--- src/hw/rtl/fllrs_pkg.sv ---
package fllrs_pkg;

    localparam logic [31:0] ERASED_WORD  = 32'hFFFF_FFFF;
    localparam logic [31:0] CRC_POLY     = 32'hEDB8_8320;
    localparam logic [31:0] CRC_INIT     = 32'hFFFF_FFFF;
    localparam int          HEADER_BYTES = 16;
    localparam int          HEADER_BITS  = HEADER_BYTES * 8;

    localparam int CFG_INDEX_W = 3;
    localparam int CFG_DATA_W  = 32;

    typedef enum logic [CFG_INDEX_W-1:0] {
        CFG_MAGIC_VALUE    = 3'd0,
        CFG_VERSION_VALUE  = 3'd1,
        CFG_CLOCK_MIN      = 3'd2,
        CFG_CLOCK_MAX      = 3'd3,
        CFG_CLOCK_DEFAULT  = 3'd4,
        CFG_CLOCK_SAFE_MAX = 3'd5
    } cfg_index_t;

endpackage

--- src/hw/rtl/fllrs_crc32.sv ---
module fllrs_crc32 (
    input  logic [fllrs_pkg::HEADER_BITS-1:0] header,
    output logic [31:0]                       crc
);
    import fllrs_pkg::*;

    // Reflected CRC-32, one header bit per step, LSB of byte 0 first.
    // The data is fixed width, so this flattens into one XOR tree per bit.
    function automatic logic [31:0] crc_of(input logic [HEADER_BITS-1:0] data);
        logic [31:0] c;
        c = CRC_INIT;
        for (int i = 0; i < HEADER_BITS; i++)
        begin
            if (c[0] ^ data[i])
            begin
                c = (c >> 1) ^ CRC_POLY;
            end
            else
            begin
                c = c >> 1;
            end
        end
        return ~c;
    endfunction

    assign crc = crc_of(header);

endmodule

--- src/hw/rtl/flash_log_latest_record_scan.sv ---
// Latest-record scan of one flash log sector. Feed the sector's record slots
// in slot order, one transaction per slot, with last_slot set on the final
// slot; one result transaction follows that slot, and the scan state clears
// for the next sector. A slot is valid when magic, version, stored CRC-32
// (reflected, over the 16 header bytes) and clock range all match; an erased
// slot (all-ones magic) marks the first free slot and ends the scan, and
// slots after it, or beyond SLOT_COUNT, are ignored until the sector ends.
// Rate: one slot per clock cycle, sustained. A slot waits in the input
// register, where the CRC tree and the checks run, and the scan state
// updates as it leaves; the result register loads as the last slot
// leaves the input register. The single result register sets the only
// stall: a last slot waits in the input register while the previous
// sector's result is still untaken. Write configuration only while the
// block is idle.
module flash_log_latest_record_scan #(
    parameter int SLOT_COUNT = 16
) (
    input  logic                                 clk,
    input  logic                                 rst_n,

    input  logic                                 cfg_we,
    input  logic [fllrs_pkg::CFG_INDEX_W-1:0]    cfg_index,
    input  logic [fllrs_pkg::CFG_DATA_W-1:0]     cfg_data,

    input  logic                                 in_valid,
    output logic                                 in_ready,
    input  logic [31:0]                          rec_magic,
    input  logic [15:0]                          rec_version,
    input  logic [15:0]                          rec_clock,
    input  logic [7:0]                           rec_cores,
    input  logic [63:0]                          header_low,
    input  logic [63:0]                          header_high,
    input  logic [31:0]                          stored_crc,
    input  logic                                 last_slot,

    output logic                                 out_valid,
    input  logic                                 out_ready,
    output logic                                 found,
    output logic [3:0]                           latest_slot,
    output logic [15:0]                          latest_clock,
    output logic [7:0]                           latest_cores,
    output logic [3:0]                           free_slot,
    output logic                                 sector_full,
    output logic [15:0]                          apply_clock
);
    import fllrs_pkg::*;

    localparam int CNT_W = $clog2(SLOT_COUNT + 1);
    localparam logic [CNT_W-1:0] SLOT_LIMIT = CNT_W'(SLOT_COUNT);

    // ------------------------------------------------------------------
    // Configuration registers
    // ------------------------------------------------------------------
    logic [31:0] magic_value_reg;
    logic [15:0] version_value_reg;
    logic [15:0] clock_min_reg;
    logic [15:0] clock_max_reg;
    logic [15:0] clock_default_reg;
    logic [15:0] clock_safe_max_reg;

    always_ff @(posedge clk or negedge rst_n)
    begin
        if (!rst_n)
        begin
            magic_value_reg    <= '0;
            version_value_reg  <= '0;
            clock_min_reg      <= '0;
            clock_max_reg      <= '0;
            clock_default_reg  <= '0;
            clock_safe_max_reg <= '0;
        end
        else if (cfg_we)
        begin
            unique case (cfg_index)
                CFG_MAGIC_VALUE:    magic_value_reg    <= cfg_data;
                CFG_VERSION_VALUE:  version_value_reg  <= cfg_data[15:0];
                CFG_CLOCK_MIN:      clock_min_reg      <= cfg_data[15:0];
                CFG_CLOCK_MAX:      clock_max_reg      <= cfg_data[15:0];
                CFG_CLOCK_DEFAULT:  clock_default_reg  <= cfg_data[15:0];
                CFG_CLOCK_SAFE_MAX: clock_safe_max_reg <= cfg_data[15:0];
                default:            ; // drop writes to unmapped indexes
            endcase
        end
    end

    // ------------------------------------------------------------------
    // Input register: holds one slot while it is checked
    // ------------------------------------------------------------------
    logic        s1_valid_reg;
    logic [31:0] s1_magic_reg;
    logic [15:0] s1_version_reg;
    logic [15:0] s1_clock_reg;
    logic [7:0]  s1_cores_reg;
    logic [HEADER_BITS-1:0] s1_header_reg;
    logic [31:0] s1_crc_reg;
    logic        s1_last_reg;

    logic s1_adv;
    logic in_fire;

    // A slot that is not last never needs the result register, so it always
    // moves on; a last slot moves on only if the result register can take it.
    assign s1_adv   = s1_valid_reg && (!s1_last_reg || !out_valid || out_ready);
    assign in_ready = !s1_valid_reg || s1_adv;
    assign in_fire  = in_valid && in_ready;

    always_ff @(posedge clk or negedge rst_n)
    begin
        if (!rst_n)
        begin
            s1_valid_reg <= 1'b0;
        end
        else if (in_ready)
        begin
            s1_valid_reg <= in_valid;
        end
    end

    always_ff @(posedge clk)
    begin
        if (in_fire)
        begin
            s1_magic_reg   <= rec_magic;
            s1_version_reg <= rec_version;
            s1_clock_reg   <= rec_clock;
            s1_cores_reg   <= rec_cores;
            s1_header_reg  <= {header_high, header_low};
            s1_crc_reg     <= stored_crc;
            s1_last_reg    <= last_slot;
        end
    end

    // ------------------------------------------------------------------
    // Slot checks
    // ------------------------------------------------------------------
    logic [31:0] calc_crc;

    fllrs_crc32 u_crc (
        .header (s1_header_reg),
        .crc    (calc_crc)
    );

    // Scan state
    logic [CNT_W-1:0] cnt_reg,         cnt_next;
    logic             stopped_reg,     stopped_next;
    logic             have_valid_reg,  have_valid_next;
    logic [3:0]       best_slot_reg,   best_slot_next;
    logic [15:0]      best_clock_reg,  best_clock_next;
    logic [7:0]       best_cores_reg,  best_cores_next;
    logic             have_erased_reg, have_erased_next;
    logic [3:0]       erased_slot_reg, erased_slot_next;

    logic in_range;
    logic live;
    logic is_erased;
    logic rec_ok;
    logic clock_ok;

    assign in_range  = cnt_reg < SLOT_LIMIT;
    assign live      = !stopped_reg && in_range;
    assign is_erased = s1_magic_reg == ERASED_WORD;
    assign clock_ok  = (s1_clock_reg == 16'd0)
                    || ((s1_clock_reg >= clock_min_reg) && (s1_clock_reg <= clock_max_reg));
    assign rec_ok    = (s1_magic_reg == magic_value_reg)
                    && (s1_version_reg == version_value_reg)
                    && (s1_crc_reg == calc_crc)
                    && clock_ok;

    // Scan state after this slot, before the end-of-sector clear
    logic             upd_valid;
    logic [3:0]       upd_slot;
    logic [15:0]      upd_clock;
    logic [7:0]       upd_cores;
    logic             upd_erased;
    logic [3:0]       upd_erased_slot;
    logic             upd_stopped;
    logic [CNT_W-1:0] upd_cnt;

    always_comb
    begin
        upd_valid       = have_valid_reg;
        upd_slot        = best_slot_reg;
        upd_clock       = best_clock_reg;
        upd_cores       = best_cores_reg;
        upd_erased      = have_erased_reg;
        upd_erased_slot = erased_slot_reg;
        upd_stopped     = stopped_reg;
        if (live)
        begin
            if (is_erased)
            begin
                // Erased wins even when magic_value is all ones too
                upd_stopped     = 1'b1;
                upd_erased      = 1'b1;
                upd_erased_slot = 4'(cnt_reg);
            end
            else if (rec_ok)
            begin
                upd_valid = 1'b1;
                upd_slot  = 4'(cnt_reg);
                upd_clock = s1_clock_reg;
                upd_cores = s1_cores_reg;
            end
        end
        // Saturate the counter so slots past the sector size stay ignored
        upd_cnt = in_range ? cnt_reg + CNT_W'(1) : cnt_reg;
    end

    always_comb
    begin
        cnt_next         = cnt_reg;
        stopped_next     = stopped_reg;
        have_valid_next  = have_valid_reg;
        best_slot_next   = best_slot_reg;
        best_clock_next  = best_clock_reg;
        best_cores_next  = best_cores_reg;
        have_erased_next = have_erased_reg;
        erased_slot_next = erased_slot_reg;
        if (s1_adv)
        begin
            if (s1_last_reg)
            begin
                // Start afresh for the next sector
                cnt_next         = '0;
                stopped_next     = 1'b0;
                have_valid_next  = 1'b0;
                best_slot_next   = '0;
                best_clock_next  = '0;
                best_cores_next  = '0;
                have_erased_next = 1'b0;
                erased_slot_next = '0;
            end
            else
            begin
                cnt_next         = upd_cnt;
                stopped_next     = upd_stopped;
                have_valid_next  = upd_valid;
                best_slot_next   = upd_slot;
                best_clock_next  = upd_clock;
                best_cores_next  = upd_cores;
                have_erased_next = upd_erased;
                erased_slot_next = upd_erased_slot;
            end
        end
    end

    always_ff @(posedge clk or negedge rst_n)
    begin
        if (!rst_n)
        begin
            cnt_reg         <= '0;
            stopped_reg     <= 1'b0;
            have_valid_reg  <= 1'b0;
            best_slot_reg   <= '0;
            best_clock_reg  <= '0;
            best_cores_reg  <= '0;
            have_erased_reg <= 1'b0;
            erased_slot_reg <= '0;
        end
        else
        begin
            cnt_reg         <= cnt_next;
            stopped_reg     <= stopped_next;
            have_valid_reg  <= have_valid_next;
            best_slot_reg   <= best_slot_next;
            best_clock_reg  <= best_clock_next;
            best_cores_reg  <= best_cores_next;
            have_erased_reg <= have_erased_next;
            erased_slot_reg <= erased_slot_next;
        end
    end

    // ------------------------------------------------------------------
    // Result register
    // ------------------------------------------------------------------
    logic        out_valid_reg, out_valid_next;
    logic        found_reg;
    logic [3:0]  latest_slot_reg;
    logic [15:0] latest_clock_reg;
    logic [7:0]  latest_cores_reg;
    logic [3:0]  free_slot_reg;
    logic        sector_full_reg;
    logic [15:0] apply_clock_reg;

    logic        emit;
    logic [15:0] rec_or_default;
    logic [15:0] apply_next;

    assign emit = s1_adv && s1_last_reg;

    // Zero clock means default; so does no valid record, and anything above the safe limit falls back too
    always_comb
    begin
        rec_or_default = (upd_clock != 16'd0) ? upd_clock : clock_default_reg;
        if (!upd_valid || (rec_or_default > clock_safe_max_reg))
        begin
            apply_next = clock_default_reg;
        end
        else
        begin
            apply_next = rec_or_default;
        end
    end

    always_comb
    begin
        if (emit)
        begin
            out_valid_next = 1'b1;
        end
        else if (out_ready)
        begin
            out_valid_next = 1'b0;
        end
        else
        begin
            out_valid_next = out_valid_reg;
        end
    end

    always_ff @(posedge clk or negedge rst_n)
    begin
        if (!rst_n)
        begin
            out_valid_reg <= 1'b0;
        end
        else
        begin
            out_valid_reg <= out_valid_next;
        end
    end

    always_ff @(posedge clk)
    begin
        if (emit)
        begin
            found_reg        <= upd_valid;
            latest_slot_reg  <= upd_valid ? upd_slot  : 4'd0;
            latest_clock_reg <= upd_valid ? upd_clock : 16'd0;
            latest_cores_reg <= upd_valid ? upd_cores : 8'd0;
            free_slot_reg    <= upd_erased ? upd_erased_slot : 4'd0;
            sector_full_reg  <= !upd_erased;
            apply_clock_reg  <= apply_next;
        end
    end

    assign out_valid    = out_valid_reg;
    assign found        = found_reg;
    assign latest_slot  = latest_slot_reg;
    assign latest_clock = latest_clock_reg;
    assign latest_cores = latest_cores_reg;
    assign free_slot    = free_slot_reg;
    assign sector_full  = sector_full_reg;
    assign apply_clock  = apply_clock_reg;

    // ------------------------------------------------------------------
    // Assertions
    // ------------------------------------------------------------------
    a_last_blocks_on_full_result: assert property (
        @(posedge clk) disable iff (!rst_n)
        (s1_valid_reg && s1_last_reg && out_valid && !out_ready) |-> !in_ready
    ) else $error("last slot advanced into an untaken result register");

    a_clear_after_sector: assert property (
        @(posedge clk) disable iff (!rst_n)
        emit |=> (cnt_reg == '0 && !have_valid_reg && !have_erased_reg && !stopped_reg)
    ) else $error("scan state not cleared after the last slot");

    a_empty_result_is_zero: assert property (
        @(posedge clk) disable iff (!rst_n)
        (out_valid && !found) |->
            (latest_slot == 4'd0 && latest_clock == 16'd0 && latest_cores == 8'd0
             && apply_clock == clock_default_reg)
    ) else $error("result without a record carries nonzero fields");

    a_full_sector_free_zero: assert property (
        @(posedge clk) disable iff (!rst_n)
        (out_valid && sector_full) |-> (free_slot == 4'd0)
    ) else $error("full sector reports a free slot");

endmodule
--- config.mk ---
export PLATFORM = sky130hd
export DESIGN_NAME = flash_log_latest_record_scan
export DESIGN_NICKNAME = d
export VERILOG_FILES = /design/src/hw/rtl/fllrs_pkg.sv /design/src/hw/rtl/fllrs_crc32.sv /design/src/hw/rtl/flash_log_latest_record_scan.sv
export SDC_FILE = /design/constraint.sdc
export NUM_CORES = 1
export LEC_CHECK = 0
export BUFFER_PORTS_ARGS = -buffer_cell sky130_fd_sc_hd__buf_2
export CAP_MARGIN = 5
export CELL_PAD_IN_SITES_DETAIL_PLACEMENT = 0
export CELL_PAD_IN_SITES_GLOBAL_PLACEMENT = 2
export CORE_ASPECT_RATIO = 0.8
export CORE_UTILIZATION = 48
export CTS_BUF_LIST = sky130_fd_sc_hd__clkbuf_4
export CTS_CLUSTER_DIAMETER = 40
export DETAILED_ROUTE_END_ITERATION = 8
export PLACE_DENSITY_LB_ADDON = 0.3
export SYNTH_ARGS = -nofsm -noshare
export SYNTH_HDL_FRONTEND = slang
export SYNTH_SLANG_ARGS = --single-unit
--- constraint.sdc ---
create_clock -name clk -period 27.8 [get_ports clk]
set_input_delay 4.17 -clock clk [delete_from_list [all_inputs] [get_ports clk]]
set_output_delay 4.17 -clock clk [all_outputs]
set_load 0.03 [all_outputs]
Yosys cells after proc, flatten, opt, wreduce, memory -nomap -nowiden
Cells that the tools add are included.
W data, S select, Z words.
{ "totals": {"register_bits": 437, "in_bits": 273, "out_inout_bits": 52, "word_cells": 492} }
{ "op_classes": {"addsub": 1, "magnitude_cmp": 4, "eq_ne": 9, "n_mux": 159, "n_bitwise": 255, "n_reduce_logical": 34} }
{ "op_table": {"columns": ["operator", "n"], "rows": [
  ["$mux W32", 128],
  ["$not A13 Y14", 127],
  ["$xor A1 B1 Y1", 127],
  ["$mux W16", 6],
  ["$eq A32 B32 Y1", 2],
  ["$eq A32 B32 Y1 const B", 1],
  ["$mux W8", 4],
  ["$not A32 Y32", 1],
  ["$mux W4", 7],
  ["$eq A16 B16 Y1", 1],
  ["$ge A16 B16 Y1", 1],
  ["$gt A16 B16 Y1", 1],
  ["$le A16 B16 Y1", 1],
  ["$logic_not A16 Y1", 1],
  ["$reduce_bool A16 Y1", 1],
  ["$reduce_and A2 Y1", 7],
  ["$mux W1", 12],
  ["$mux W5", 2],
  ["$logic_and A1 B1 Y1", 8],
  ["$reduce_bool A2 Y1", 4],
  ["$eq A3 B2 Y1 const B", 2],
  ["$eq A3 B3 Y1 const B", 2],
  ["$logic_not A1 Y1", 6],
  ["$add A5 B1 Y5 const B", 1],
  ["5 further kinds", 9]
]} }

Logic depth before layout (Yosys ltp)
{ "logic_depth": {"ltp_word": 267, "ltp_mapped": 54, "depth_no_buf": 47} }

By module
A second synthesis with hierarchy kept.
{ "hier_totals": {"hier_cells": 2265, "hier_area_um2": 33099.2} }
{ "by_module_without_submodules": {"columns": ["module", "instances", "cells_each", "area_per_inst_um2"], "rows": [
  ["flash_log_latest_record_scan", 1, 1185, 17443.0],
  ["fllrs_crc32", 1, 1080, 15656.3]
]} }

Worst setup path before layout
No wires, ideal clock.
{ "synth_timing": {"path_kind": "reg-to-reg", "from": "register s1_header_reg[4]", "to": "register apply_clock_reg[10], in the netlist apply_clock[10], data pin", "arrival_ps": 14215, "setup_slack_ps": 13328, "stages_incl_launch_ff": 53, "path_buffers": 7, "synth_period_minus_slack_ps": 14472, "cell_sequence": "edfxtp_1 > buf_2 > xor2_2 > xor3_1 > buf_4 > xor3_2 > xnor3_1 > xnor3_2 > xnor3_2 > xor2_2 > xnor3_1 > xnor3_1 > xnor3_1 > xor3_1 > xor3_1 > xnor3_1 > xnor3_1 > xnor3_2 > [... 17 more ...] > nand2_1 > ha_1 > nor2b_1 > o21ai_0 > nand2b_1 > a21oi_1 > nor2b_1 > o21ai_0 > nand2b_1 > a21oi_1 > nor2b_1 > o21ai_0 > nand2_1 > a21o_1 > a21oi_1 > a21oi_1 > clkbuf_1 > o22a_1"} }
{ "synth_via": {"elab_chain_len": 192, "elab_cells_between_ends": 375} }
{ "synth_rtl": {"columns": ["element", "line_no", "text"], "rows": [
  ["start, declared", "flash_log_latest_record_scan.sv:94", "logic [HEADER_BITS-1:0] s1_header_reg;"],
  ["start signal, assigned", "flash_log_latest_record_scan.sv:127", "s1_header_reg <= {header_high, header_low};"],
  ["$xor A1 B1 Y1 (*)", "fllrs_crc32.sv:14", "if (c[0] ^ data[i])"],
  ["$mux W32 (*)", "fllrs_crc32.sv:14", null],
  ["$not A13 Y14 (no line)", null, null],
  ["$mux W32 (*) (3 in a row)", "fllrs_crc32.sv:14", null],
  ["$not A13 Y14 (no line) or $mux W32 (tied branches)", null, null],
  ["$mux W32 (*) (6 in a row)", "fllrs_crc32.sv:14", null],
  ["$xor A1 B1 Y1 or $mux W32 (tied branches)", "fllrs_crc32.sv:14", null],
  ["$mux W32 (*)", "fllrs_crc32.sv:14", null],
  ["[... 170 more ...]", null, null],
  ["$mux W16", "flash_log_latest_record_scan.sv:190", "if (is_erased)"],
  ["$mux W16", "flash_log_latest_record_scan.sv:188", "if (live)"],
  ["$reduce_bool A16 Y1", "flash_log_latest_record_scan.sv:294", "rec_or_default = (upd_clock != 16'd0) ? upd_clock : clock_default_reg;"],
  ["$mux W16", "flash_log_latest_record_scan.sv:294", null],
  ["$gt A16 B16 Y1", "flash_log_latest_record_scan.sv:295", "if (!upd_valid || (rec_or_default > clock_safe_max_reg))"],
  ["$logic_or A1 B1 Y1", "flash_log_latest_record_scan.sv:295", null],
  ["$mux W16 (*)", "flash_log_latest_record_scan.sv:295", null],
  ["net apply_next[10]", "flash_log_latest_record_scan.sv:287", "logic [15:0] apply_next;"],
  ["end signal, assigned", "flash_log_latest_record_scan.sv:343", "apply_clock_reg <= apply_next;"],
  ["end, declared", "flash_log_latest_record_scan.sv:283", "logic [15:0] apply_clock_reg;"]
]} }
Mark *: on every way through the listed nets, which the timed path passes.
A chain may end at the register's enable or synchronous reset.

Final worst setup path
{ "layout_timing": {"from": "register s1_header_reg[3]", "to": "register apply_clock_reg[15], in the netlist apply_clock[15], data pin"} }
{ "layout_via": {"elab_chain_len": 193, "elab_cells_between_ends": 378} }
{ "layout_rtl": {"columns": ["element", "line_no"], "rows": [
  ["$xor A1 B1 Y1 (*)", "fllrs_crc32.sv:14"],
  ["$mux W32 (*) (6 in a row)", "fllrs_crc32.sv:14"],
  ["$xor A1 B1 Y1 (tied with other cells)", "fllrs_crc32.sv:14"],
  ["$mux W32 (*)", "fllrs_crc32.sv:14"],
  ["$not A13 Y14 (no line) or $mux W32 (tied branches)", null],
  ["$mux W32 (*)", "fllrs_crc32.sv:14"],
  ["$not A13 Y14 (no line) or $mux W32 (tied branches)", null],
  ["$mux W32 (*) (2 in a row)", "fllrs_crc32.sv:14"],
  ["[... 172 more ...]", null],
  ["$mux W16", "flash_log_latest_record_scan.sv:190"],
  ["$mux W16", "flash_log_latest_record_scan.sv:188"],
  ["$reduce_bool A16 Y1", "flash_log_latest_record_scan.sv:294"],
  ["$mux W16", "flash_log_latest_record_scan.sv:294"],
  ["$gt A16 B16 Y1", "flash_log_latest_record_scan.sv:295"],
  ["$logic_or A1 B1 Y1", "flash_log_latest_record_scan.sv:295"],
  ["$mux W16 (*)", "flash_log_latest_record_scan.sv:295"],
  ["net apply_next[15]", "flash_log_latest_record_scan.sv:287"]
]} }
Marks and branches as above.

==> flow_summary.yaml <==
floorplan:
  pin_count: 325
  die_y_um: 237
  die-area_um2: 70100
  initial_core_util: 0.489
  core.rowCount: 85
  core_um2: 67700
  die_w_um: 296
critical_path:
  reg2reg_from: "s1_header_reg[3]"
  cp-end-kind: "register"
  worstPathMaxFanout: 66
  cp_num_buf_inv: 3
  critPathSlowestCell: "xnor3_1"
  cp.required_ps: 28560
  cpLargestDelayFamily: "XOR/XNOR gates"
  reg2regPathDepth: 49
  r2r_slack_ps: 10380
  startpoint_type: "register"
  critPathMaxStageDelay_ps: 720
  crit_top_cell: "xnor3_1"
  arrival_ps: 18180
  crit_type: "register to register"
  timing.rr.end: "apply_clock[15]"
sta:
  post-route-period-util: 0.627
  rsz0062_at_grt: "false"
  finalHoldViolations: 0
  slew_violations: 0
  max_freq_mhz: 57.4
  tightest_slew_ps: 1260
  max-slew-margin-rel: 0.158
  fin_crit_ps: 17420
  setup_tns_ps: 0
  finalSetupViolations: 0
  clock-skew-final_ps: 63.5
logic_synthesis:
  ys_seq_area_frac: 0.373
  ys_dominant_reg_cell: "edfxtp_1"
  yosys_warnings: 0
  ys_async_sr_fraction: 0.352
  avgSynthCellArea_um2: 14.4
  ys_seq_elements: 437
  synth.cell_area_um2: 33100
  synth_fp_nets: 2630
  synth_edf_count: 283
  synth_cells: 2308
  synth_cell_types: 64
global_routing:
  grt_pass1_vias: 20600
  grt_max_degree: 80
  overflow: 0
  track_usage: 0.257
  grt_antenna_before_repair: 5
  grt_pass1_wl_mm: 132
clock_tree:
  cts_resized: 0
  worst_skew_pair.late_latency_ps: 910
  clkSlewWorstSetupHoldPaths_ps: 70
  ctsRootBufferMaster: "clkbuf_4"
  cts_sinks: 437
  clk_path_buf_depth: 3
  htree_levels: 3
  post_cts_buffers: 0
  postCtsHoldBufs: 0
  cts_tree: "yes"
  numCtsBuffers: 112
placed_design:
  dp_hpwl_mm: 68.6
  routabilityCongestion: 0.946
  io_buffers: 324
detailed_routing:
  postRouteAntennaNets: 0
  routed_wl_mm: 88.7
  drt-vias-per-instance: 5.27
  drc: 0
  wl_per_cell_um: 23.9
  dr.pass1.iters: 5
  vias: 19600
  drt_iter0_markers: 1488
flow_run:
  drv_cap: 0
min_path:
  worstHoldPathCells: 2
  hold_path.startpoint: "best_slot_reg[1]"
  holdPathEnd: "best_slot_reg[1]"
  hold_path.class: "register to register"
status:
  run_status: "finished, final reports clean"
final_layout:
  utilization: 0.551
  syn2layout_area_growth_pct: 12.6
  largest_reg_flops: 128
  final_layout_size_suffix_gt1_frac: 0.256
  finalNetCount: 3028
==> worst max-delay path by stage <==
stage	cells after the start	end	slack, ps	start
global route	49	apply_clock[1]	9370	s1_header_reg[3]
finish	49	apply_clock[15]	10380	s1_header_reg[3]
detailed placement	49	apply_clock[4]	10540	s1_header_reg[3]
CTS	49	apply_clock[15]	10460	s1_header_reg[3]
global placement	49	apply_clock[13]	10310	s1_header_reg[3]
floorplan	52	apply_clock[10]	13330	s1_header_reg[4]
==> worst min-delay path: stages (launching register included) <==
cell	delay [ps]
dfrtp_1	350
nand2_1	50
o31ai_1	60
==> final cells by class <==
class                   count  area, um^2
flip-flops and latches    437       12400
clock buffers             173        1300
inverters                  69         259
multi-input cells        1745       20300
clock inverters            34         198
well taps                 913        1140
diodes                      2        5.00
fillers                  5724       30400
repair buffers            341        1760
==> cell families (layout without fill, tap and decap cells) <==
| group | Yosys count | after routing | share of synthesized area |
|---|---|---|---|
| xor+xnor | 1109 | 1109 | 0.478 |
| flops | 437 | 437 | 0.373 |
| simple gates | 297 | 297 | 0.0435 |
| compound gates | 181 | 181 | 0.0345 |
| buf+inv | 126 | 617 | 0.0161 |
| mux | 109 | 109 | 0.0362 |
| fa+ha+maj | 49 | 49 | 0.0185 |
| other cells | 0 | 2 | 0 |
==> through the flow <==
stage,worst slack (ps),cell area (um^2),hold slack (ps),cells
2_1_floorplan,13330,33100,448,2308
3_3_place_gp,10310,35800,464,3505
6_report,10380,37300,494,3714
5_1_grt,9370,37300,516,3714
3_5_place_dp,10540,35800,470,3505
4_1_cts,10460,37300,490,3712
==> Yosys cell counts, types with 11 or more instances <==
library cell | n | area, um^2
xor2_1 | 184 | 1610
nand4_1 | 22 | 138
nand2b_1 | 15 | 93.8
a21oi_1 | 35 | 175
xnor3_2 | 19 | 452
nor3_1 | 27 | 135
mux2i_1 | 22 | 220
clkbuf_1 | 35 | 131
xnor2_1 | 466 | 4080
nor2b_1 | 16 | 100
nand3_1 | 12 | 60.1
xor2_2 | 17 | 277
xor3_1 | 57 | 1360
xnor2_2 | 37 | 602
nor2_1 | 43 | 161
o22a_1 | 11 | 96.3
nor4_1 | 17 | 106
o21ai_0 | 65 | 325
nand2_1 | 117 | 439
xnor3_1 | 311 | 7000
buf_2 | 12 | 60.1
dfrtp_1 | 154 | 3850
inv_1 | 69 | 259
mux2_2 | 87 | 980
edfxtp_1 | 283 | 8500
ha_1 | 49 | 613
o31ai_1 | 18 | 135
a22o_1 | 13 | 114
==> metal layers <==
metal | share of wire | up-vias | GRT usage
li1 | - | 9006 | -
met5 | 0.00015 | - | 0
met1 | 0.46 | 9841 | 0.375
met2 | 0.44 | 629 | 0.382
met3 | 0.075 | 110 | 0.0579
met4 | 0.024 | 2 | 0.0790
==> cells in the final DEF, fill, tap and decap left out, types with 5 or more instances in the layout <==
cell	Yosys	routed
xnor2_1	466	466
buf_2	12	323
xnor3_1	311	311
edfxtp_1	283	283
xor2_1	184	184
clkbuf_4	0	173
dfrtp_1	154	154
nand2_1	117	117
mux2_2	87	87
inv_1	69	68
o21ai_0	65	65
xor3_1	57	57
ha_1	49	49
nor2_1	43	43
xnor2_2	37	37
a21oi_1	35	35
nor3_1	27	26
mux2i_1	22	22
nand4_1	22	22
xnor3_2	19	19
clkinv_1	0	19
o31ai_1	18	18
xor2_2	17	17
nor4_1	17	17
buf_4	8	17
nor2b_1	16	16
nand2b_1	15	15
a22o_1	13	13
nand3_1	12	12
o22a_1	11	11
clkinv_2	0	9
xnor2_4	8	8
xor3_2	8	8
o21ai_1	7	7
or3_1	6	6
and3_1	5	5
o22ai_1	5	5
Power is left out: the tool's default activity adds up to more than one toggle a clock period on the data nets, which glitch-free logic cannot reach.
